[src/design/aasched_pkg.sv]
`default_nettype none

package aasched_pkg;

  // Default sizing of the operation list and of the latency registers.
  localparam int unsigned DEF_MAX_OPS   = 16;
  localparam int unsigned DEF_LAT_WIDTH = 4;

  // Fixed field widths.
  localparam int unsigned MASK_W    = 16;
  localparam int unsigned OUT_W     = 8;
  localparam int unsigned IDX_OUT_W = 4;
  localparam int unsigned KIND_W    = 3;
  localparam int unsigned CFG_IDX_W = 3;
  localparam int unsigned NUM_KINDS = 6;

  // Operation kinds. Codes six and seven carry no meaning.
  typedef enum logic [KIND_W-1:0] {
    KIND_INIT  = 3'd0,
    KIND_LOAD  = 3'd1,
    KIND_STORE = 3'd2,
    KIND_FADD  = 3'd3,
    KIND_FMUL  = 3'd4,
    KIND_MAC   = 3'd5
  } op_kind_e;

  // Latency register indexes on the configuration port.
  localparam logic [CFG_IDX_W-1:0] REG_LAT_INIT  = 3'd0;
  localparam logic [CFG_IDX_W-1:0] REG_LAT_LOAD  = 3'd1;
  localparam logic [CFG_IDX_W-1:0] REG_LAT_STORE = 3'd2;
  localparam logic [CFG_IDX_W-1:0] REG_LAT_FADD  = 3'd3;
  localparam logic [CFG_IDX_W-1:0] REG_LAT_FMUL  = 3'd4;
  localparam logic [CFG_IDX_W-1:0] REG_LAT_MAC   = 3'd5;

  // One result of the schedule, as handed from the core to the ports.
  typedef struct packed {
    logic [IDX_OUT_W-1:0] op_index;
    logic [OUT_W-1:0]     asap_start;
    logic [OUT_W-1:0]     alap_start;
    logic [OUT_W-1:0]     slack_cycles;
    logic [OUT_W-1:0]     pipe_depth;
    logic                 overflow;
    logic                 last_result;
  } result_t;

endpackage

`default_nettype wire

[src/design/aasched_ram.sv]
`default_nettype none

module aasched_ram #(
  parameter int unsigned WIDTH = 8,
  parameter int unsigned DEPTH = 16
) (
  input  wire logic                     clk_i,
  input  wire logic                     we_i,
  input  wire logic [$clog2(DEPTH)-1:0] waddr_i,
  input  wire logic [WIDTH-1:0]         wdata_i,
  input  wire logic [$clog2(DEPTH)-1:0] raddr_i,
  output logic      [WIDTH-1:0]         rdata_o
);

  logic [WIDTH-1:0] mem_q [DEPTH];
  logic [WIDTH-1:0] rdata_q;

  always_ff @(posedge clk_i) begin
    if (we_i) begin
      mem_q[waddr_i] <= wdata_i;
    end
    rdata_q <= mem_q[raddr_i];
  end

  assign rdata_o = rdata_q;

endmodule

`default_nettype wire

[src/design/aasched_latreg.sv]
`default_nettype none

module aasched_latreg #(
  parameter int unsigned LAT_WIDTH = aasched_pkg::DEF_LAT_WIDTH
) (
  input  wire logic                              clk_i,
  input  wire logic                              rst_ni,
  input  wire logic                              cfg_we_i,
  input  wire logic [aasched_pkg::CFG_IDX_W-1:0] cfg_idx_i,
  input  wire logic [LAT_WIDTH-1:0]              cfg_wdata_i,
  input  wire logic [aasched_pkg::KIND_W-1:0]    kind_i,
  output logic      [LAT_WIDTH-1:0]              lat_o
);

  import aasched_pkg::*;

  logic [LAT_WIDTH-1:0] lat_q [NUM_KINDS];

  always_ff @(posedge clk_i or negedge rst_ni) begin
    if (!rst_ni) begin
      for (int k = 0; k < NUM_KINDS; k++) begin
        lat_q[k] <= LAT_WIDTH'(1);
      end
    end else if (cfg_we_i) begin
      unique case (cfg_idx_i)
        REG_LAT_INIT:  lat_q[REG_LAT_INIT]  <= cfg_wdata_i;
        REG_LAT_LOAD:  lat_q[REG_LAT_LOAD]  <= cfg_wdata_i;
        REG_LAT_STORE: lat_q[REG_LAT_STORE] <= cfg_wdata_i;
        REG_LAT_FADD:  lat_q[REG_LAT_FADD]  <= cfg_wdata_i;
        REG_LAT_FMUL:  lat_q[REG_LAT_FMUL]  <= cfg_wdata_i;
        REG_LAT_MAC:   lat_q[REG_LAT_MAC]   <= cfg_wdata_i;
        default: ;
      endcase
    end
  end

  // Kinds without a register are given the same latency value that reset loads.
  always_comb begin
    unique case (op_kind_e'(kind_i))
      KIND_INIT:  lat_o = lat_q[REG_LAT_INIT];
      KIND_LOAD:  lat_o = lat_q[REG_LAT_LOAD];
      KIND_STORE: lat_o = lat_q[REG_LAT_STORE];
      KIND_FADD:  lat_o = lat_q[REG_LAT_FADD];
      KIND_FMUL:  lat_o = lat_q[REG_LAT_FMUL];
      KIND_MAC:   lat_o = lat_q[REG_LAT_MAC];
      default:    lat_o = LAT_WIDTH'(1);
    endcase
  end

endmodule

`default_nettype wire

[src/design/aasched_core.sv]
`default_nettype none

module aasched_core #(
  parameter int unsigned MAX_OPS   = aasched_pkg::DEF_MAX_OPS,
  parameter int unsigned LAT_WIDTH = aasched_pkg::DEF_LAT_WIDTH
) (
  input  wire logic                           clk_i,
  input  wire logic                           rst_ni,
  input  wire logic                           in_valid_i,
  output logic                                in_ready_o,
  input  wire logic [aasched_pkg::MASK_W-1:0] pred_mask_i,
  input  wire logic                           last_op_i,
  input  wire logic [LAT_WIDTH-1:0]           op_lat_i,
  output logic                                out_valid_o,
  input  wire logic                           out_ready_i,
  output aasched_pkg::result_t                res_o
);

  import aasched_pkg::*;

  localparam int unsigned IDX_W    = $clog2(MAX_OPS);
  localparam int unsigned CNT_W    = $clog2(MAX_OPS + 1);
  localparam int unsigned TIME_MAX = MAX_OPS * ((1 << LAT_WIDTH) - 1);
  localparam int unsigned TIME_W   = $clog2(TIME_MAX + 1);

  localparam logic [3:0] ST_LOAD   = 4'd0;
  localparam logic [3:0] ST_FHEAD  = 4'd1;
  localparam logic [3:0] ST_FLATCH = 4'd2;
  localparam logic [3:0] ST_FSCAN  = 4'd3;
  localparam logic [3:0] ST_FWB    = 4'd4;
  localparam logic [3:0] ST_BHEAD  = 4'd5;
  localparam logic [3:0] ST_BLATCH = 4'd6;
  localparam logic [3:0] ST_BSCAN  = 4'd7;
  localparam logic [3:0] ST_BWB    = 4'd8;
  localparam logic [3:0] ST_ORD    = 4'd9;
  localparam logic [3:0] ST_OLOAD  = 4'd10;
  localparam logic [3:0] ST_OWAIT  = 4'd11;

  function automatic logic [OUT_W-1:0] sat8(input logic [TIME_W-1:0] v);
    if (32'(v) > 32'd255) begin
      return 8'hFF;
    end
    return OUT_W'(v);
  endfunction

  logic [3:0]        state_q, state_d;
  logic [CNT_W-1:0]  cnt_q, cnt_d;
  logic              ovf_q, ovf_d;
  logic [CNT_W-1:0]  i_q, i_d;
  logic [CNT_W-1:0]  j_q, j_d;
  logic [CNT_W-1:0]  pj_q, pj_d;
  logic              pend_q, pend_d;
  logic [MASK_W-1:0] pred_q, pred_d;
  logic [LAT_WIDTH-1:0] lat_i_q, lat_i_d;
  logic [TIME_W-1:0] best_q, best_d;
  logic [TIME_W-1:0] depth_q, depth_d;
  result_t           res_q, res_d;

  // Memory ports.
  logic                 lat_we, pred_we, asap_we, alap_we;
  logic [IDX_W-1:0]     lat_raddr, pred_raddr, asap_raddr, alap_raddr;
  logic [IDX_W-1:0]     wr_addr;
  logic [MASK_W-1:0]    pred_wdata;
  logic [TIME_W-1:0]    time_wdata;
  logic [LAT_WIDTH-1:0] lat_rd;
  logic [MASK_W-1:0]    pred_rd;
  logic [TIME_W-1:0]    asap_rd, alap_rd;

  logic [MASK_W-1:0] keep_mask;
  logic              full;
  logic              last_idx;
  logic              fscan_issue, bscan_issue;
  logic [3:0]        fsel, bsel;
  logic [TIME_W-1:0] fin_j, fin_i, lat_i_ext, lim, slack;

  aasched_ram #(.WIDTH(LAT_WIDTH), .DEPTH(MAX_OPS)) u_lat_ram (
    .clk_i   (clk_i),
    .we_i    (lat_we),
    .waddr_i (wr_addr),
    .wdata_i (op_lat_i),
    .raddr_i (lat_raddr),
    .rdata_o (lat_rd)
  );

  aasched_ram #(.WIDTH(MASK_W), .DEPTH(MAX_OPS)) u_pred_ram (
    .clk_i   (clk_i),
    .we_i    (pred_we),
    .waddr_i (wr_addr),
    .wdata_i (pred_wdata),
    .raddr_i (pred_raddr),
    .rdata_o (pred_rd)
  );

  aasched_ram #(.WIDTH(TIME_W), .DEPTH(MAX_OPS)) u_asap_ram (
    .clk_i   (clk_i),
    .we_i    (asap_we),
    .waddr_i (wr_addr),
    .wdata_i (time_wdata),
    .raddr_i (asap_raddr),
    .rdata_o (asap_rd)
  );

  aasched_ram #(.WIDTH(TIME_W), .DEPTH(MAX_OPS)) u_alap_ram (
    .clk_i   (clk_i),
    .we_i    (alap_we),
    .waddr_i (wr_addr),
    .wdata_i (time_wdata),
    .raddr_i (alap_raddr),
    .rdata_o (alap_rd)
  );

  always_comb begin
    // An operation may only depend on those before it.
    for (int b = 0; b < MASK_W; b++) begin
      keep_mask[b] = (b < int'(cnt_q));
    end
    full        = (cnt_q == CNT_W'(MAX_OPS));
    last_idx    = (i_q == (cnt_q - CNT_W'(1)));
    fscan_issue = (j_q < i_q) && (int'(j_q) < MASK_W);
    bscan_issue = (j_q < cnt_q) && (int'(i_q) < MASK_W);
    fsel        = 4'(pj_q);
    bsel        = 4'(i_q);
    lat_i_ext   = TIME_W'(lat_i_q);
    fin_j       = asap_rd + TIME_W'(lat_rd);
    fin_i       = best_q + lat_i_ext;
    lim         = (alap_rd >= lat_i_ext) ? (alap_rd - lat_i_ext) : '0;
    slack       = (alap_rd >= asap_rd) ? (alap_rd - asap_rd) : '0;

    state_d = state_q;
    cnt_d   = cnt_q;
    ovf_d   = ovf_q;
    i_d     = i_q;
    j_d     = j_q;
    pj_d    = pj_q;
    pend_d  = pend_q;
    pred_d  = pred_q;
    lat_i_d = lat_i_q;
    best_d  = best_q;
    depth_d = depth_q;
    res_d   = res_q;

    lat_we     = 1'b0;
    pred_we    = 1'b0;
    asap_we    = 1'b0;
    alap_we    = 1'b0;
    wr_addr    = i_q[IDX_W-1:0];
    pred_wdata = pred_mask_i & keep_mask;
    time_wdata = best_q;
    lat_raddr  = i_q[IDX_W-1:0];
    pred_raddr = i_q[IDX_W-1:0];
    asap_raddr = i_q[IDX_W-1:0];
    alap_raddr = i_q[IDX_W-1:0];

    unique case (state_q)
      ST_LOAD: begin
        wr_addr = cnt_q[IDX_W-1:0];
        if (in_valid_i) begin
          if (!full) begin
            lat_we  = 1'b1;
            pred_we = 1'b1;
            cnt_d   = cnt_q + CNT_W'(1);
          end else begin
            ovf_d = 1'b1;
          end
          if (last_op_i) begin
            i_d     = '0;
            depth_d = '0;
            state_d = ST_FHEAD;
          end
        end
      end
      ST_FHEAD: begin
        state_d = ST_FLATCH;
      end
      ST_FLATCH: begin
        pred_d  = pred_rd;
        lat_i_d = lat_rd;
        best_d  = '0;
        j_d     = '0;
        pend_d  = 1'b0;
        state_d = ST_FSCAN;
      end
      ST_FSCAN: begin
        lat_raddr  = j_q[IDX_W-1:0];
        asap_raddr = j_q[IDX_W-1:0];
        pend_d     = fscan_issue;
        pj_d       = j_q;
        if (fscan_issue) begin
          j_d = j_q + CNT_W'(1);
        end
        if (pend_q && pred_q[fsel] && (fin_j > best_q)) begin
          best_d = fin_j;
        end
        if (!fscan_issue && !pend_q) begin
          state_d = ST_FWB;
        end
      end
      ST_FWB: begin
        asap_we = 1'b1;
        if (fin_i > depth_q) begin
          depth_d = fin_i;
        end
        if (last_idx) begin
          state_d = ST_BHEAD;
        end else begin
          i_d     = i_q + CNT_W'(1);
          state_d = ST_FHEAD;
        end
      end
      ST_BHEAD: begin
        state_d = ST_BLATCH;
      end
      ST_BLATCH: begin
        lat_i_d = lat_rd;
        best_d  = depth_q - TIME_W'(lat_rd);
        j_d     = i_q + CNT_W'(1);
        pend_d  = 1'b0;
        state_d = ST_BSCAN;
      end
      ST_BSCAN: begin
        pred_raddr = j_q[IDX_W-1:0];
        alap_raddr = j_q[IDX_W-1:0];
        pend_d     = bscan_issue;
        if (bscan_issue) begin
          j_d = j_q + CNT_W'(1);
        end
        if (pend_q && pred_rd[bsel] && (lim < best_q)) begin
          best_d = lim;
        end
        if (!bscan_issue && !pend_q) begin
          state_d = ST_BWB;
        end
      end
      ST_BWB: begin
        alap_we = 1'b1;
        if (i_q == '0) begin
          state_d = ST_ORD;
        end else begin
          i_d     = i_q - CNT_W'(1);
          state_d = ST_BHEAD;
        end
      end
      ST_ORD: begin
        state_d = ST_OLOAD;
      end
      ST_OLOAD: begin
        res_d.op_index     = IDX_OUT_W'(i_q);
        res_d.asap_start   = sat8(asap_rd);
        res_d.alap_start   = sat8(alap_rd);
        res_d.slack_cycles = sat8(slack);
        res_d.pipe_depth   = sat8(depth_q);
        res_d.overflow     = ovf_q;
        res_d.last_result  = last_idx;
        state_d            = ST_OWAIT;
      end
      ST_OWAIT: begin
        // Fetch the next entry ahead, so it is ready right after the transfer.
        asap_raddr = IDX_W'(i_q + CNT_W'(1));
        alap_raddr = IDX_W'(i_q + CNT_W'(1));
        if (out_ready_i) begin
          if (last_idx) begin
            cnt_d   = '0;
            ovf_d   = 1'b0;
            state_d = ST_LOAD;
          end else begin
            i_d     = i_q + CNT_W'(1);
            state_d = ST_OLOAD;
          end
        end
      end
      default: begin
        state_d = ST_LOAD;
      end
    endcase
  end

  always_ff @(posedge clk_i or negedge rst_ni) begin
    if (!rst_ni) begin
      state_q <= ST_LOAD;
      cnt_q   <= '0;
      ovf_q   <= 1'b0;
      i_q     <= '0;
      j_q     <= '0;
      pend_q  <= 1'b0;
    end else begin
      state_q <= state_d;
      cnt_q   <= cnt_d;
      ovf_q   <= ovf_d;
      i_q     <= i_d;
      j_q     <= j_d;
      pend_q  <= pend_d;
    end
  end

  always_ff @(posedge clk_i) begin
    pj_q    <= pj_d;
    pred_q  <= pred_d;
    lat_i_q <= lat_i_d;
    best_q  <= best_d;
    depth_q <= depth_d;
    res_q   <= res_d;
  end

  assign in_ready_o  = (state_q == ST_LOAD);
  assign out_valid_o = (state_q == ST_OWAIT);
  assign res_o       = res_q;

endmodule

`default_nettype wire

[src/design/asap_alap_slack_scheduler_top.sv]
`default_nettype none

// Channel  Handshake               Payload
// -------  ----------------------  ---------------------------------------------------
// in       in_valid_i/in_ready_o   op_kind_i, pred_mask_i, last_op_i
// out      out_valid_o/out_ready_i op_index_o, asap_start_o, alap_start_o,
//                                  slack_cycles_o, pipe_depth_o, overflow_o,
//                                  last_result_o
// cfg      cfg_we_i (no wait)      cfg_idx_i, cfg_wdata_i
//
// Loading accepts one input transfer per cycle. After the last operation the forward pass
// scans, for each operation i, the k = min(i, 16) operations before it; the backward pass
// likewise from the last index down, with k = n - 1 - i (none from index 16 up). A set-up
// state follows, then per result a load and a wait state, held through any output stall.
// No input is taken from the last operation until the final result transfer. Reset sets
// every latency register to one and empties the list; only entries of this run are used.
module asap_alap_slack_scheduler_top #(
  parameter int unsigned MAX_OPS   = aasched_pkg::DEF_MAX_OPS,
  parameter int unsigned LAT_WIDTH = aasched_pkg::DEF_LAT_WIDTH
) (
  input  wire logic                              clk_i,
  input  wire logic                              rst_ni,
  // Operation list input.
  input  wire logic                              in_valid_i,
  output logic                                   in_ready_o,
  input  wire logic [aasched_pkg::KIND_W-1:0]    op_kind_i,
  input  wire logic [aasched_pkg::MASK_W-1:0]    pred_mask_i,
  input  wire logic                              last_op_i,
  // Schedule results.
  output logic                                   out_valid_o,
  input  wire logic                              out_ready_i,
  output logic [aasched_pkg::IDX_OUT_W-1:0]      op_index_o,
  output logic [aasched_pkg::OUT_W-1:0]          asap_start_o,
  output logic [aasched_pkg::OUT_W-1:0]          alap_start_o,
  output logic [aasched_pkg::OUT_W-1:0]          slack_cycles_o,
  output logic [aasched_pkg::OUT_W-1:0]          pipe_depth_o,
  output logic                                   overflow_o,
  output logic                                   last_result_o,
  // Latency register writes.
  input  wire logic                              cfg_we_i,
  input  wire logic [aasched_pkg::CFG_IDX_W-1:0] cfg_idx_i,
  input  wire logic [LAT_WIDTH-1:0]              cfg_wdata_i
);

  import aasched_pkg::*;

  logic [LAT_WIDTH-1:0] op_lat;
  result_t              res;

  // The latency registers translate the kind of the incoming operation into its
  // latency, which the core stores alongside the predecessor mask.
  aasched_latreg #(
    .LAT_WIDTH (LAT_WIDTH)
  ) u_latreg (
    .clk_i       (clk_i),
    .rst_ni      (rst_ni),
    .cfg_we_i    (cfg_we_i),
    .cfg_idx_i   (cfg_idx_i),
    .cfg_wdata_i (cfg_wdata_i),
    .kind_i      (op_kind_i),
    .lat_o       (op_lat)
  );

  // The core holds the list in four memories and walks it forwards for the
  // earliest start times and backwards for the latest ones.
  aasched_core #(
    .MAX_OPS   (MAX_OPS),
    .LAT_WIDTH (LAT_WIDTH)
  ) u_core (
    .clk_i       (clk_i),
    .rst_ni      (rst_ni),
    .in_valid_i  (in_valid_i),
    .in_ready_o  (in_ready_o),
    .pred_mask_i (pred_mask_i),
    .last_op_i   (last_op_i),
    .op_lat_i    (op_lat),
    .out_valid_o (out_valid_o),
    .out_ready_i (out_ready_i),
    .res_o       (res)
  );

  assign op_index_o     = res.op_index;
  assign asap_start_o   = res.asap_start;
  assign alap_start_o   = res.alap_start;
  assign slack_cycles_o = res.slack_cycles;
  assign pipe_depth_o   = res.pipe_depth;
  assign overflow_o     = res.overflow;
  assign last_result_o  = res.last_result;

endmodule

`default_nettype wire
[config.mk]
export PLATFORM = sky130hd
export DESIGN_NAME = asap_alap_slack_scheduler_top
export DESIGN_NICKNAME = d
export VERILOG_FILES = /design/src/design/aasched_pkg.sv /design/src/design/aasched_ram.sv /design/src/design/aasched_latreg.sv /design/src/design/aasched_core.sv /design/src/design/asap_alap_slack_scheduler_top.sv
export SDC_FILE = /design/constraint.sdc
export NUM_CORES = 1
export LEC_CHECK = 0
export BUFFER_PORTS_ARGS = -buffer_cell sky130_fd_sc_hd__clkbuf_2
export CAP_MARGIN = 20
export CORE_MARGIN = 2
export CORE_UTILIZATION = 30
export DETAILED_ROUTE_END_ITERATION = 8
export PLACE_DENSITY_LB_ADDON = 0.08
export SYNTH_ARGS = -nofsm -noshare
export SYNTH_HDL_FRONTEND = slang
export SYNTH_HIERARCHICAL = 1
export SYNTH_SLANG_ARGS = --single-unit
[constraint.sdc]
create_clock -name clk_i -period 7.71 [get_ports clk_i]
set_input_delay 2.313 -clock clk_i [delete_from_list [all_inputs] [get_ports clk_i]]
set_output_delay 2.313 -clock clk_i [all_outputs]
set_load 0.005 [all_outputs]
# Yosys cells after proc, flatten, opt, wreduce, memory -nomap -nowiden
# Memory sizes are Yosys's and may differ from the RTL's. A register that Yosys moved wholly into a read port is not among the register bits.
# Index checks and enable logic that the tools add are counted.
# W data, S select, Z words.
# totals
regBits,123
mem_bits_rw,576
in_bits,32
word_cells,195
mem_count,4
# mem_list
memory,words,width,rd,rd_ports_with_merged_regs,write_ports,line_no,text
u_core.u_pred_ram.mem_q,16,16,1,1,1,aasched_ram.sv:15,logic [WIDTH-1:0] mem_q [DEPTH];
u_core.u_alap_ram.mem_q,16,8,1,1,1,aasched_ram.sv:15,
u_core.u_asap_ram.mem_q,16,8,1,1,1,aasched_ram.sv:15,
u_core.u_lat_ram.mem_q,16,4,1,1,1,aasched_ram.sv:15,
# classes
add_sub_neg,10
order_cmp,27
n_eq_ne,37
muxes,58
bitwise,1
reduce_logical,34
# op_table
op,count
$mux W5,11
$mux W8,6
$pmux W4 S12,1
$lt A4 B5 Y1 const A,8
$mux W4,10
$pmux W5 S4,2
$pmux W8 S4,1
$pmux W4 S6,1
$ne A2 B1 Y1 const B,11
$lt A3 B5 Y1 const A,4
$reduce_and A5 Y1,4
$mux W1,17
$add A8 B4 Y8,2
$and A16 B16 Y16,1
$eq A4 B3 Y1 const B,4
$eq A4 B4 Y1 const B,4
$gt A8 B8 Y1,2
$pmux W4 S2,2
$pmux W8 S2,1
$sub A8 B4 Y8,2
$add A5 B1 Y5 const B,3
$eq A3 B2 Y1 const B,4
$eq A3 B3 Y1 const B,4
$reduce_and A2 Y1,6
32 further kinds,56

# Depth between registers and ports, before layout
# Gate-level depths: netlist of run 1.
# depth
word_depth,6
ltp_mapped,15

# Modules after synthesis
# Netlist of run 1, hierarchy kept.
# modules_own_cells
mod,instances,cells_per_inst,area_each_um2
aasched_ram (u_core.u_alap_ram ...),2,229,5147.4
aasched_ram (u_core.u_pred_ram),1,432,10043.4
aasched_core,1,675,6776.5
aasched_ram (u_core.u_lat_ram),1,130,2666.3
aasched_latreg,1,85,1192.4

# Least setup slack after synthesis of run 1
# No wires, ideal clock.
# synth_path
path_type,input port to flip-flop
from,input in_valid_i
to,memory u_core/u_pred_ram/mem_q[0][0] (netlist name) (enable)
setup_time_ns,0.409
t_arrival_ns,4.272
slack_ns,3.028
path_stages,4
n_path_buf,0
cell_sequence,nand3_1 > inv_1 > or3b_2 > nor3_1
# synth_via
elab_chain_len,4
# synth_lines
element,line_no,text
"start, declared",asap_alap_slack_scheduler_top.sv:24,"input wire logic in_valid_i,"
$mux W1 (2 in series),n/a,
net u_core.lat_we,aasched_core.sv:60,"logic lat_we, pred_we, asap_we, alap_we;"
$mux W1,aasched_ram.sv:19,if (we_i) begin
$mux W1 (implied by the code),aasched_ram.sv:20,mem_q[waddr_i] <= wdata_i;
"end, declared",aasched_ram.sv:15,
# The timed path passes the listed nets, and every way through them passes these cells.

# Final worst setup path of run 1
# layout_path
from,register u_core.state_q[3]
to,output out_valid_o
# layout_via
elab_chain_len,1
# layout_lines
element,line_no,text
"start, declared",aasched_core.sv:46,"logic [3:0] state_q, state_d;"
"start signal, assigned",aasched_core.sv:286,state_q <= state_d;
$eq A4 B4 Y1,aasched_core.sv:305,assign out_valid_o = (state_q == ST_OWAIT);
"end, declared",asap_alap_slack_scheduler_top.sv:30,"output logic out_valid_o,"
# Every way passes these cells.

==> impl_results.md, run 1 <==
- Outcome: finished, final reports clean
- Synth Cell Area: 31,000 µm²
- Worst setup EP type: primary output
- Highest Signal Layer: met4
- Most frequent cells in the layout: 654 x edfxtp_1, 101 x mux4_2, 99 x nand2_1, 93 x nor2_1, 88 x clkbuf_16
- Setup TNS Final: 0 ns
- Hold Crit Class: flip-flop to flip-flop
- Seq. cell area: 21,500 µm²
- Clock Tree Buf Depth: 3
- Ys flop type: edfxtp_1
- PD cells: 410 nW/µm²
- Ys async rst share: 0.0612
- Final period utilization: 0.629
- Synth cell types: 74
- Pins Over Slew Limit: 0
- Final #Nets: 2,024
- Arr. time, crit path: 2.53 ns
- CTS tree: done
- Clk_lat worst skew: 0.66 ns
- Gpl congestion: 0.780
- Hold Fails Final Rpt: 0
- CTS sink cnt: 735
- DR pass1 iterations: 7
- Clock transition at path regs: 0.06 ns
- Yosys Warn Count: 6
- Area growth from synthesis to layout: 16.3%
- Post-synthesis sequential area ratio: 0.694
- Drt drc: 0
- Max cap viols: 0
- Crit path max-delay family: buffers and inverters
- Chip width: 325 µm
- Avg Inst Size Synth: 17.4 µm²
- Top cell type by total area after synthesis: edfxtp_1
- Starting Density: 0.304
- Final min period: 4.85 ns
- Unrepaired setup endpoints after global routing: no
- DRT met1 WL: 37.4 mm
- Cts hold-fix bufs: 0
- Root buffer cell: clkbuf_16
- Worst Path Required: 5.40 ns
- CTS HTree Levels: 3
- Crit-path max FO: 16
- Largest net degree at the start of global routing: 46
- Slew HR: 0.273
- Post-CTS sizing: 0
- Wirelength per Cell: 24.8 µm
- # Post-CTS Setup Buffers: 0
- VDD IR max: 0.325 mV
- Final setup fails: 0
- DR WL met3: 3.98 mm
- First-pass GRT wire length: 121 mm
- Yosys reg bits: 735
- Ports: 72
- CP bufs+invs: 2
- Leakage power: 12.1 nW
- Worst setup SP type: flip-flop
- Core area: 102,000 µm²
- Fin Clk Skew: 0.0232 ns
- Fmax: 206 MHz
- Critical path class: flip-flop to primary output
- DP Wirelength: 54.1 mm
- Area share of the largest cell type after synthesis: 0.634
- Cts bufs inserted: 86
- Post-synth EDFFs: 654
- IO buf count: 71
- Fill cell count: 9,743
- Row Count: 117
- Vias in the first global route: 17,100
- Syn_nets: 1,880
- Drt total wl: 83.7 mm
- ANT nets after route: 0
- Top cells by area, synth: edfxtp_1 63%, mux4_2 7.3%, mux4_1 4.4%
- Power Total: 14.8 mW
- Worst path slowest cell: dfrtp_1
- Via count: 16,700
- Overflow after GRT: 0
- Via density: 4.95
- Crit path cell chain: nand4b_1, inv_1, clkbuf_2
- Iter 0 DRT Violations: 1,275
- Initial antenna violation count: 2
- Share of layout cells above drive strength 1: 0.222
- Most common cell after layout, fill and taps aside: edfxtp_1
- Delay of the slowest critical-path stage: 0.69 ns
- Total die area: 106,000 µm²
- Met2 WL: 39.9 mm
- Mapped Cells: 1,780
- Worst slew pin tran: 1.09 ns
- GRT Total Usage: 0.157
- Die H: 325 µm
- Area of the multi-input gates: 8960 µm²
-- layout make-up --
| class | instances | share of cell area |
|---|---|---|
| clock inverters | 51 | 0.0137 |
| repair buffers | 127 | 0.0222 |
| flip-flops and latches | 735 | 0.597 |
| well taps | 1368 | 0.0475 |
| inverters | 57 | 0.00594 |
| diodes | 3 | 0.000208 |
| multi-input cells | 917 | 0.249 |
| clock buffers | 110 | 0.0651 |
-- state kept, by name, summed over array words and instances (netlist names), 8 cells and up --
| register | flops |
|---|---|
| u_core/best_q | 8 |
| u_core/depth_q | 8 |
| u_core/pred_q | 16 |
| u_core/res_o | 38 |
| u_core/u_alap_ram/mem_q | 128 |
| u_core/u_alap_ram/rdata_o | 8 |
| u_core/u_asap_ram/mem_q | 128 |
| u_core/u_asap_ram/rdata_o | 8 |
| u_core/u_lat_ram/mem_q | 64 |
| u_core/u_pred_ram/mem_q | 256 |
| u_core/u_pred_ram/rdata_o | 16 |
| u_latreg/lat_q | 24 |
-- metal layers --
metal  global-route usage  vias to the layer above
li1                     -                     7458
met4               0.0484                        0
met3               0.0311                      122
met2                0.256                      451
met5                    0                        -
met1                0.213                     8627
-- worst paths after layout --
path                                                      start                        endpoint  slack, ns  cells after the start
max in group asynchronous                                rst_ni   u_core/state_q[0]$_DFFE_PN0P_       5.43                      2
max                               u_core/state_q[3]$_DFFE_PN0P_                     out_valid_o       2.86                      3
min                        u_core/u_pred_ram/rdata_o[1]$_DFF_P_      u_core/pred_q[1]$_DFFE_PP_       0.43                      0
min in group asynchronous                                rst_ni  u_latreg/lat_q[23]$_DFFE_PN0P_       1.78                      2
max reg2reg                u_core/u_alap_ram/rdata_o[0]$_DFF_P_      u_core/best_q[4]$_DFFE_PP_       3.46                     16
min reg2reg                u_core/u_pred_ram/rdata_o[1]$_DFF_P_      u_core/pred_q[1]$_DFFE_PP_       0.43                      0
-- worst reg2reg max path, delay by kind of cell, from the launching register on --
kind	cells	cell delay, ns
compound gates	5	1.68
fa+ha+maj	3	0.87
buf+inv	3	0.48
flops	1	0.31
simple gates	5	0.61
-- power breakdown --
| group | internal [mW] | switching (mW) |
|---|---|---|
| Combinational | 2.05 | 3.24 |
| Sequential | 5.04 | 0.353 |
| Clock | 2.40 | 1.67 |
| Total | 9.49 | 5.26 |
-- Yosys cell counts, types with 6 or more instances --
library cell / n
o22ai_1: 6
mux4_2: 101
o21ai_0: 44
a21boi_0: 10
xor2_1: 9
dfrtp_1: 39
mux2_2: 26
nand2_1: 99
o21a_1: 17
o211ai_1: 10
nand3_1: 33
nor3_1: 44
xnor2_1: 21
nor2_1: 108
or3_1: 7
ha_1: 63
nand2b_1: 16
dfstp_2: 6
clkdlybuf4s25_2: 6
inv_1: 54
mux2i_1: 15
a31oi_1: 8
a21oi_1: 29
nor2b_1: 21
buf_2: 15
nand3b_1: 9
edfxtp_1: 654
clkbuf_1: 28
a22oi_1: 72
and2_1: 14
mux4_1: 52
a21o_1: 8
dfxtp_1: 36
buf_6: 13
-- cells by family (layout without fill, tap and decap cells) --
logic type / Yosys count / count (layout) / share of synthesized area
simple gates: 381 / 381 / 0.0600
fa+ha+maj: 68 / 68 / 0.0287
other cells: 0 / 3 / 0
xor+xnor: 30 / 30 / 0.00848
compound gates: 243 / 243 / 0.0549
mux: 195 / 195 / 0.132
buf+inv: 128 / 345 / 0.0216
flops: 735 / 735 / 0.694
-- through the flow --
stage	area, µm²	hold WS (ns)	utilization	std cells	setup slack, ns
after floorplan	31000	0.403	-	1780	3.03
after global placement	33100	0.412	0.325	3199	2.79
after detailed placement	33200	0.417	0.325	3202	2.75
after CTS	36000	0.431	0.353	3363	2.88
after global routing	36000	0.450	0.353	3365	2.70
final	36000	0.435	0.353	3368	2.86
No activity file was read; power rests on OpenSTA's default activity.
==> run 2: changes to the inputs <==
==> constraint.sdc (replaced) <==
create_clock -name clk_i -period 4.2 [get_ports clk_i]
set_input_delay 1.26 -clock clk_i [delete_from_list [all_inputs] [get_ports clk_i]]
set_output_delay 1.26 -clock clk_i [all_outputs]
set_load 0.005 [all_outputs]
==> impl_results.md, run 2 (synthesis results as in run 1) <==
- Outcome: finished, final reports clean
- IO buf count: 71 (unchanged)
- Worst Path Required: 4.55 ns (-0.85 ns)
- GRT Total Usage: 0.163 (+0.00517)
- Hold Crit Start: u_core/u_alap_ram/rdata_o[0]$_DFF_P_
- First-pass GRT wire length: 126 mm (+3.5%)
- Clock transition at path regs: 0.06 ns (about the same)
- Post-layout util: 0.358 (+0.00526)
- Most frequent cells in the layout: 654 x edfxtp_1, 108 x buf_4, 101 x mux4_2, 99 x nand2_1, 93 x nor2_1
- Clock Tree Buf Depth: 3 (unchanged)
- ANT nets after route: 0 (unchanged)
- Largest regs: u_core/u_pred_ram/mem_q (256), u_core/u_alap_ram/mem_q (128), u_core/u_asap_ram/mem_q (128)
- CP bufs+invs: 3 (+1)
- Wirelength per Cell: 25.0 µm (+0.50%)
- Core area: 102,000 µm² (unchanged)
- VDD IR max: 0.470 mV (+45%)
- Seq pwr share: 0.363 (-0.002)
- Final min period: 3.66 ns
- # Post-CTS Setup Buffers: 0 (unchanged)
- Crit path cell chain: inv_1, ha_1, inv_1, fa_1, a21o_1, a21oi_1, and2_1, nor2_1, ha_1, a211o_1, nor2_1, nand2_1, a21oi_1, nor3_1, a2111oi_2, buf_4
- Reg with most FFs: u_core/u_pred_ram/mem_q
- Overflow after GRT: 0 (unchanged)
- Largest net degree at the start of global routing: 65 (+41%)
- Worst hold stages: 0 (unchanged)
- Cts hold-fix bufs: 0 (unchanged)
- Clock share of power: 0.274 (-0.002)
- Slew HR: 0.285 (+0.0120)
- Delay of the slowest critical-path stage: 0.40 ns (-0.29 ns)
- Most common cell after layout, fill and taps aside: edfxtp_1
- Row Count: 117 (unchanged)
- Comb pwr share: 0.364 (+0.005)
- Via density: 4.96 (+0.18%)
- Gpl congestion: 0.830 (+6.3%)
- Post-CTS sizing: 0 (unchanged)
- Total die area: 106,000 µm² (unchanged)
- P_sw: 9.54 mW (+81%)
- Share of layout cells above drive strength 1: 0.245 (+0.0223)
- Chip width: 325 µm (unchanged)
- Initial antenna violation count: 6 (+4)
- Root buffer cell: clkbuf_16
- Switching share of power: 0.351 (-0.00617)
- Pins Over Slew Limit: 0 (unchanged)
- Area growth from synthesis to layout: 18.0%
- Int Pwr: 17.7 mW (+86%)
- Worst slack, placed: 0.577 ns (-2.18 ns)
- DP Wirelength: 55.5 mm (+2.5%)
- Cts bufs inserted: 86 (unchanged)
- Via count: 17,000 (+1.9%)
- Power Total: 27.2 mW (+84%)
- Design Area, Final: 36,600 µm² (+1.5%)
- Max reg flops: 256 (unchanged)
- Final setup fails: 0 (unchanged)
- CTS tree: done
- CTS sink cnt: 735 (unchanged)
- CTS HTree Levels: 3 (unchanged)
- Worst setup EP type: flip-flop
- Fmax: 274 MHz
- Crit-path max FO: 8 (-8)
- Final period utilization: 0.870
- Ports: 72 (unchanged)
- Clk_lat worst skew: 0.65 ns (about the same)
- Worst path slowest cell: fa_1
- Die H: 325 µm (unchanged)
- Area of placed instances: 33,700 µm² (+1.6%)
- Hold EP: u_core/res_o[18]$_DFFE_PP_
- R2r worst-path depth: 16 (unchanged)
- Iter 0 DRT Violations: 1,333 (+4.5%)
- Final WS setup: 0.544 ns (-2.32 ns)
- Worst setup SP type: flip-flop
- Worst reg2reg path startpoint: u_core/u_alap_ram/rdata_o[0]$_DFF_P_
- Hold Fails Final Rpt: 0 (unchanged)
- Unrepaired setup endpoints after global routing: no
- Setup TNS Final: 0 ns (unchanged)
- Reg2reg setup slack: 0.54 ns (-2.92 ns)
- Final #Nets: 2,085 (+3.0%)
- PD cells: 744 nW/µm² (+82%)
- DR pass1 iterations: 5 (-2)
- Crit path max-delay family: compound AO/OA/AOI/OAI gates
- Arr. time, crit path: 4.00 ns (+1.47 ns)
- RR Endpoint: u_core/best_q[0]$_DFFE_PP_
- Starting Density: 0.304 (unchanged)
- Drt total wl: 85.5 mm (+2.2%)
- Leakage power: 12.5 nW (+2.8%)
- Max cap viols: 0 (unchanged)
- Vias in the first global route: 17,800 (+4.1%)
- Fin Clk Skew: 0.0214 ns (-0.00184 ns)
- Hold Crit Class: flip-flop to flip-flop
- Drt drc: 0 (unchanged)
- Critical path class: flip-flop to flip-flop
- Worst slew pin tran: 1.07 ns (-0.0168 ns)
run 2: worst max-delay path by stage:
stage	startpoint	to	cells after the start	slack [ns]
2_1_floorplan	u_core/u_alap_ram/rdata_o[0]$_DFF_P_	u_core/best_q[0]$_DFFE_PP_	15	0.27
3_3_place_gp	u_core/u_alap_ram/rdata_o[0]$_DFF_P_	u_core/best_q[2]$_DFFE_PP_	16	0.57
3_5_place_dp	u_core/u_alap_ram/rdata_o[0]$_DFF_P_	u_core/best_q[0]$_DFFE_PP_	16	0.58
4_1_cts	u_core/u_alap_ram/rdata_o[0]$_DFF_P_	u_core/best_q[0]$_DFFE_PP_	16	0.55
5_1_grt	u_core/u_alap_ram/rdata_o[0]$_DFF_P_	u_core/best_q[0]$_DFFE_PP_	16	0.18
6_report	u_core/u_alap_ram/rdata_o[0]$_DFF_P_	u_core/best_q[0]$_DFFE_PP_	16	0.54
run 2: cell type report:
type | instances | area, µm²
diodes | 1 | 2.50
clock buffers | 103 | 2320
clock inverters | 56 | 508
fillers | 9687 | 65500
inverters | 57 | 214
multi-input cells | 917 | 8960
flip-flops and latches | 735 | 21500
well taps | 1368 | 1710
repair buffers | 188 | 1350
run 2: power by group through the flow:
stage	clock [mW]	combinational, mW	sequential, mW
floorplan	0	6.46	9.84
global placement	0	10.1	10.0
detailed placement	0	10.1	10.0
CTS	7.70	10.1	9.89
global route	7.98	10.9	9.94
finish	7.44	9.89	9.87
run 2: per-stage QoR:
| stage | hold slack (ns) | std cells |
|---|---|---|
| 6_report | 0.426 | 3425 |
| 5_1_grt | 0.406 | 3424 |
| 4_1_cts | 0.428 | 3422 |
| 3_5_place_dp | 0.413 | 3263 |
| 3_3_place_gp | 0.419 | 3263 |
| 2_1_floorplan | 0.403 | 1780 |
run 2: worst register-to-register path: cells and delay by family, from the launching register on:
| kind | cells | cell delay [ns] |
|---|---|---|
| flip-flops | 1 | 0.30 |
| adder cells (fa/ha/maj) | 3 | 0.88 |
| AND/OR/NAND/NOR | 5 | 0.62 |
| buffers and inverters | 3 | 0.37 |
| AO/OA/AOI/OAI | 5 | 1.20 |
run 2: routing by layer:
metal  wire, µm  GRT usage  vias to the layer above
met2      41200      0.265                      373
li1           -          -                     7564
met4       1630     0.0406                        0
met5          0          0                        -
met3       3750     0.0291                      101
met1      38900      0.225                     8933
==> run 3: changes to the inputs <==
--- a/config.mk
+++ b/config.mk
@@ -13,5 +13,4 @@
 export PLACE_DENSITY_LB_ADDON = 0.08
 export SYNTH_ARGS = -nofsm -noshare
 export SYNTH_HDL_FRONTEND = slang
-export SYNTH_HIERARCHICAL = 1
 export SYNTH_SLANG_ARGS = --single-unit
==> impl_results.md, run 3 <==
- Vias in the first global route: 19,000 (+6.8%)
- Final #Nets: 2,394 (+15%)
- Max reg flops: 256 (unchanged)
- Top cells by area, synth: edfxtp_1 63%, mux2i_1 4.7%, mux4_2 3.7%
- Reg with most FFs: u_core.u_pred_ram.mem_q
- Worst slew pin tran: 1.11 ns (+0.0409 ns)
- CTS HTree Levels: 3 (unchanged)
- Final WS setup: 0.387 ns (-0.157 ns)
- Hold Crit Class: flip-flop to flip-flop
- Worst hold stages: 0 (unchanged)
- Overflow after GRT: 0 (unchanged)
- Total die area: 107,000 µm² (+1.1%)
- Mapped Cells: 2,121 (+19%)
- Worst path slowest cell: fa_1
- Cts bufs inserted: 84 (-2.3%)
- Seq. cell area: 21,500 µm² (unchanged)
- Wirelength per Cell: 24.4 µm (-2.2%)
- Via count: 18,500 (+9.2%)
- Fmax: 262 MHz (-4.1%)
- Top cell type by total area after synthesis: edfxtp_1
- Max cap viols: 0 (unchanged)
- Clock transition at path regs: 0.06 ns (about the same)
- Via density: 4.95 (about the same)
- Synth cell count leaders: 654 x edfxtp_1, 209 x nand2_1, 148 x mux2i_1, 111 x nor2_1, 98 x nand3_1
- Critical path class: flip-flop to flip-flop
- Yosys Warn Count: 0 (-6)
- Clock Tree Buf Depth: 3 (unchanged)
- First-pass GRT wire length: 133 mm (+5.8%)
- Iter 0 DRT Violations: 1,331 (-0.15%)
- Row Count: 118 (+0.85%)
- Pins Over Slew Limit: 0 (unchanged)
- Cell Count, Final, Fillers Out: 3,743 (+9.3%)
- Design Area, Final: 36,700 µm² (+0.31%)
- Avg Inst Size Synth: 14.8 µm² (-15%)
- Leakage power: 12.5 nW (+0.26%)
- Post-synth EDFFs: 654 (unchanged)
- Synth Cell Area: 31,300 µm² (+1.1%)
- Area of the multi-input gates: 9250 µm² (+3.2%)
- R2r worst-path depth: 12 (-4)
- Post-layout util: 0.354 (-0.00395)
- Drt drc: 0 (unchanged)
- Fill cell count: 9,870 (+1.9%)
- Reg2reg setup slack: 0.39 ns (-0.16 ns)
- RR Endpoint: u_core.best_q[2]$_DFFE_PP_
- Area of placed instances: 33,900 µm² (+0.72%)
- Arr. time, crit path: 4.18 ns (+0.18 ns)
- Worst setup EP type: flip-flop
- Post-synthesis sequential area ratio: 0.686 (-0.00757)
- Unrepaired setup endpoints after global routing: no
- Cts hold-fix bufs: 0 (unchanged)
- Most frequent cells in the layout: 654 x edfxtp_1, 209 x nand2_1, 147 x mux2i_1, 114 x buf_4, 98 x nand3_1
- Setup TNS Final: 0 ns (unchanged)
- Share of layout cells above drive strength 1: 0.190 (-0.0550)
- IO buf count: 71 (unchanged)
- Final setup fails: 0 (unchanged)
- GRT Total Usage: 0.171 (+0.00828)
- Slew HR: 0.255 (-0.0300)
- Crit path cell chain: ha_1, fa_1, nor2b_1, o21ai_0, and3_1, nor3_1, ha_1, and3_1, a221oi_1, o211ai_1, a221oi_1, buf_4
- DP Wirelength: 58.5 mm (+5.4%)
- Gpl congestion: 0.842 (+1.5%)
- Hold EP: u_core.pred_q[11]$_DFFE_PP_
- Die H: 327 µm (+0.54%)
- Area share of the largest cell type after synthesis: 0.627 (-0.00692)
- Outcome: finished, final reports clean
- Count leader, synth: edfxtp_1
- Fin Clk Skew: 0.0261 ns (+0.00477 ns)
- Core area: 103,000 µm² (+1.4%)
- Root buffer cell: clkbuf_16
- VDD IR max: 0.315 mV (-33%)
- Starting Density: 0.303 (-0.000990)
- Final min period: 3.81 ns (+0.157 ns)
- Worst slack, placed: 0.492 ns (-0.0855 ns)
- Hold Fails Final Rpt: 0 (unchanged)
- Worst Path Required: 4.56 ns (about the same)
- PD cells: 672 nW/µm² (-9.7%)
- Worst setup SP type: flip-flop
- Area growth from synthesis to layout: 17.1%
- Largest regs: u_core.u_pred_ram.mem_q (256), u_core.u_alap_ram.mem_q (128), u_core.u_asap_ram.mem_q (128)
- Yosys reg bits: 735 (unchanged)
- Delay of the slowest critical-path stage: 0.44 ns (+0.04 ns)
- Dpl cells: 3,583 (+9.8%)
- Synth cell types: 80 (+8.1%)
- Most common cell after layout, fill and taps aside: edfxtp_1
- Ports: 72 (unchanged)
- Final period utilization: 0.908 (+0.0374)
- Hold Crit Start: u_core.u_pred_ram.rdata_o[11]$_DFF_P_
- Ys flop type: edfxtp_1
- Drt total wl: 91.4 mm (+6.9%)
- Post-CTS sizing: 0 (unchanged)
- Crit-path max FO: 8 (unchanged)
- Ys async rst share: 0.0612 (unchanged)
- ANT nets after route: 0 (unchanged)
- Largest net degree at the start of global routing: 61 (-6.2%)
- CTS sink cnt: 735 (unchanged)
- Chip width: 327 µm (+0.54%)
- Clk_lat worst skew: 0.66 ns (about the same)
- DR pass1 iterations: 5 (unchanged)
- Worst reg2reg path startpoint: u_core.lat_i_q[0]$_DFFE_PP_
- Syn_nets: 2,220 (+18%)
- CTS tree: done
- Initial antenna violation count: 2 (-4)
- # Post-CTS Setup Buffers: 0 (unchanged)
-- run 3: changes by cell type after synthesis, moves of 31 or more --
cell,previous run,this run
a22oi_1,72,24
mux4_2,101,52
mux4_1,52,0
nand3_1,33,98
mux2i_1,15,148
nand2_1,99,209
o21ai_0,44,75
-- run 3: worst max-delay path: cells and delay by family, from the launching register on --
kind	cells	cell delay [ns]
AO/OA/AOI/OAI	4	1.00
adder cells (fa/ha/maj)	3	0.99
AND/OR/NAND/NOR	4	0.92
flip-flops	1	0.40
buffers and inverters	1	0.22
-- run 3: worst max path at each step --
stage                                                     from                    endpoint  slack (ns)  cells past startpoint
after floorplan                    u_core.lat_i_q[0]$_DFFE_PP_  u_core.best_q[0]$_DFFE_PP_        0.45                     12
after global placement    u_core.u_alap_ram.rdata_o[0]$_DFF_P_  u_core.best_q[1]$_DFFE_PP_        0.55                     13
after detailed placement           u_core.lat_i_q[0]$_DFFE_PP_  u_core.best_q[1]$_DFFE_PP_        0.49                     12
after CTS                        u_core.state_q[0]$_DFFE_PN0P_                  in_ready_o        0.37                      4
after global routing      u_core.u_alap_ram.rdata_o[0]$_DFF_P_  u_core.best_q[2]$_DFFE_PP_        0.16                     13
final                              u_core.lat_i_q[0]$_DFFE_PP_  u_core.best_q[2]$_DFFE_PP_        0.39                     12
-- run 3: cells by family (layout without fill, tap and decap cells) --
group	count (synthesis)	count (layout)	share of synthesized area
fa+ha+maj	67	67	0.0280
xor+xnor	32	32	0.00939
simple gates	585	585	0.0893
compound gates	305	305	0.0660
mux	237	237	0.0981
flops	735	735	0.686
other cells	0	1	0
buf+inv	160	401	0.0229
-- run 3: layout make-up --
type / instances / share of cell area
Antenna cell: 1 / 0.0000682
Clock buffer: 114 / 0.0626
Clock inverter: 39 / 0.0105
Inverter: 57 / 0.00583
Multi-Input combinational cell: 1226 / 0.252
Sequential cell: 735 / 0.586
Tap cell: 1380 / 0.0471
Timing Repair Buffer: 191 / 0.0357
-- run 3: power by group --
| part | switching [mW] | internal [mW] | total (mW) |
|---|---|---|---|
| clock | 2.99 | 4.15 | 7.14 |
| sequential | 0.613 | 9.27 | 9.88 |
| combinational | 4.80 | 2.80 | 7.61 |
| total | 8.41 | 16.2 | 24.6 |
-- run 3: per-layer routing --
layer  global-route usage  vias to the layer above  wire length, µm
met3               0.0264                      133             3630
met2                0.283                      422            44300
li1                     -                     8474                -
met5                    0                        -                0
met1                0.232                     9509            41200
met4               0.0514                        0             2340
-- run 3: metrics by stage --
step | hold slack (ns) | power, mW
global placement | 0.413 | 17.7
finish | 0.436 | 24.6
detailed placement | 0.427 | 17.7
global route | 0.443 | 26.0
CTS | 0.442 | 25.0
floorplan | 0.403 | 14.6
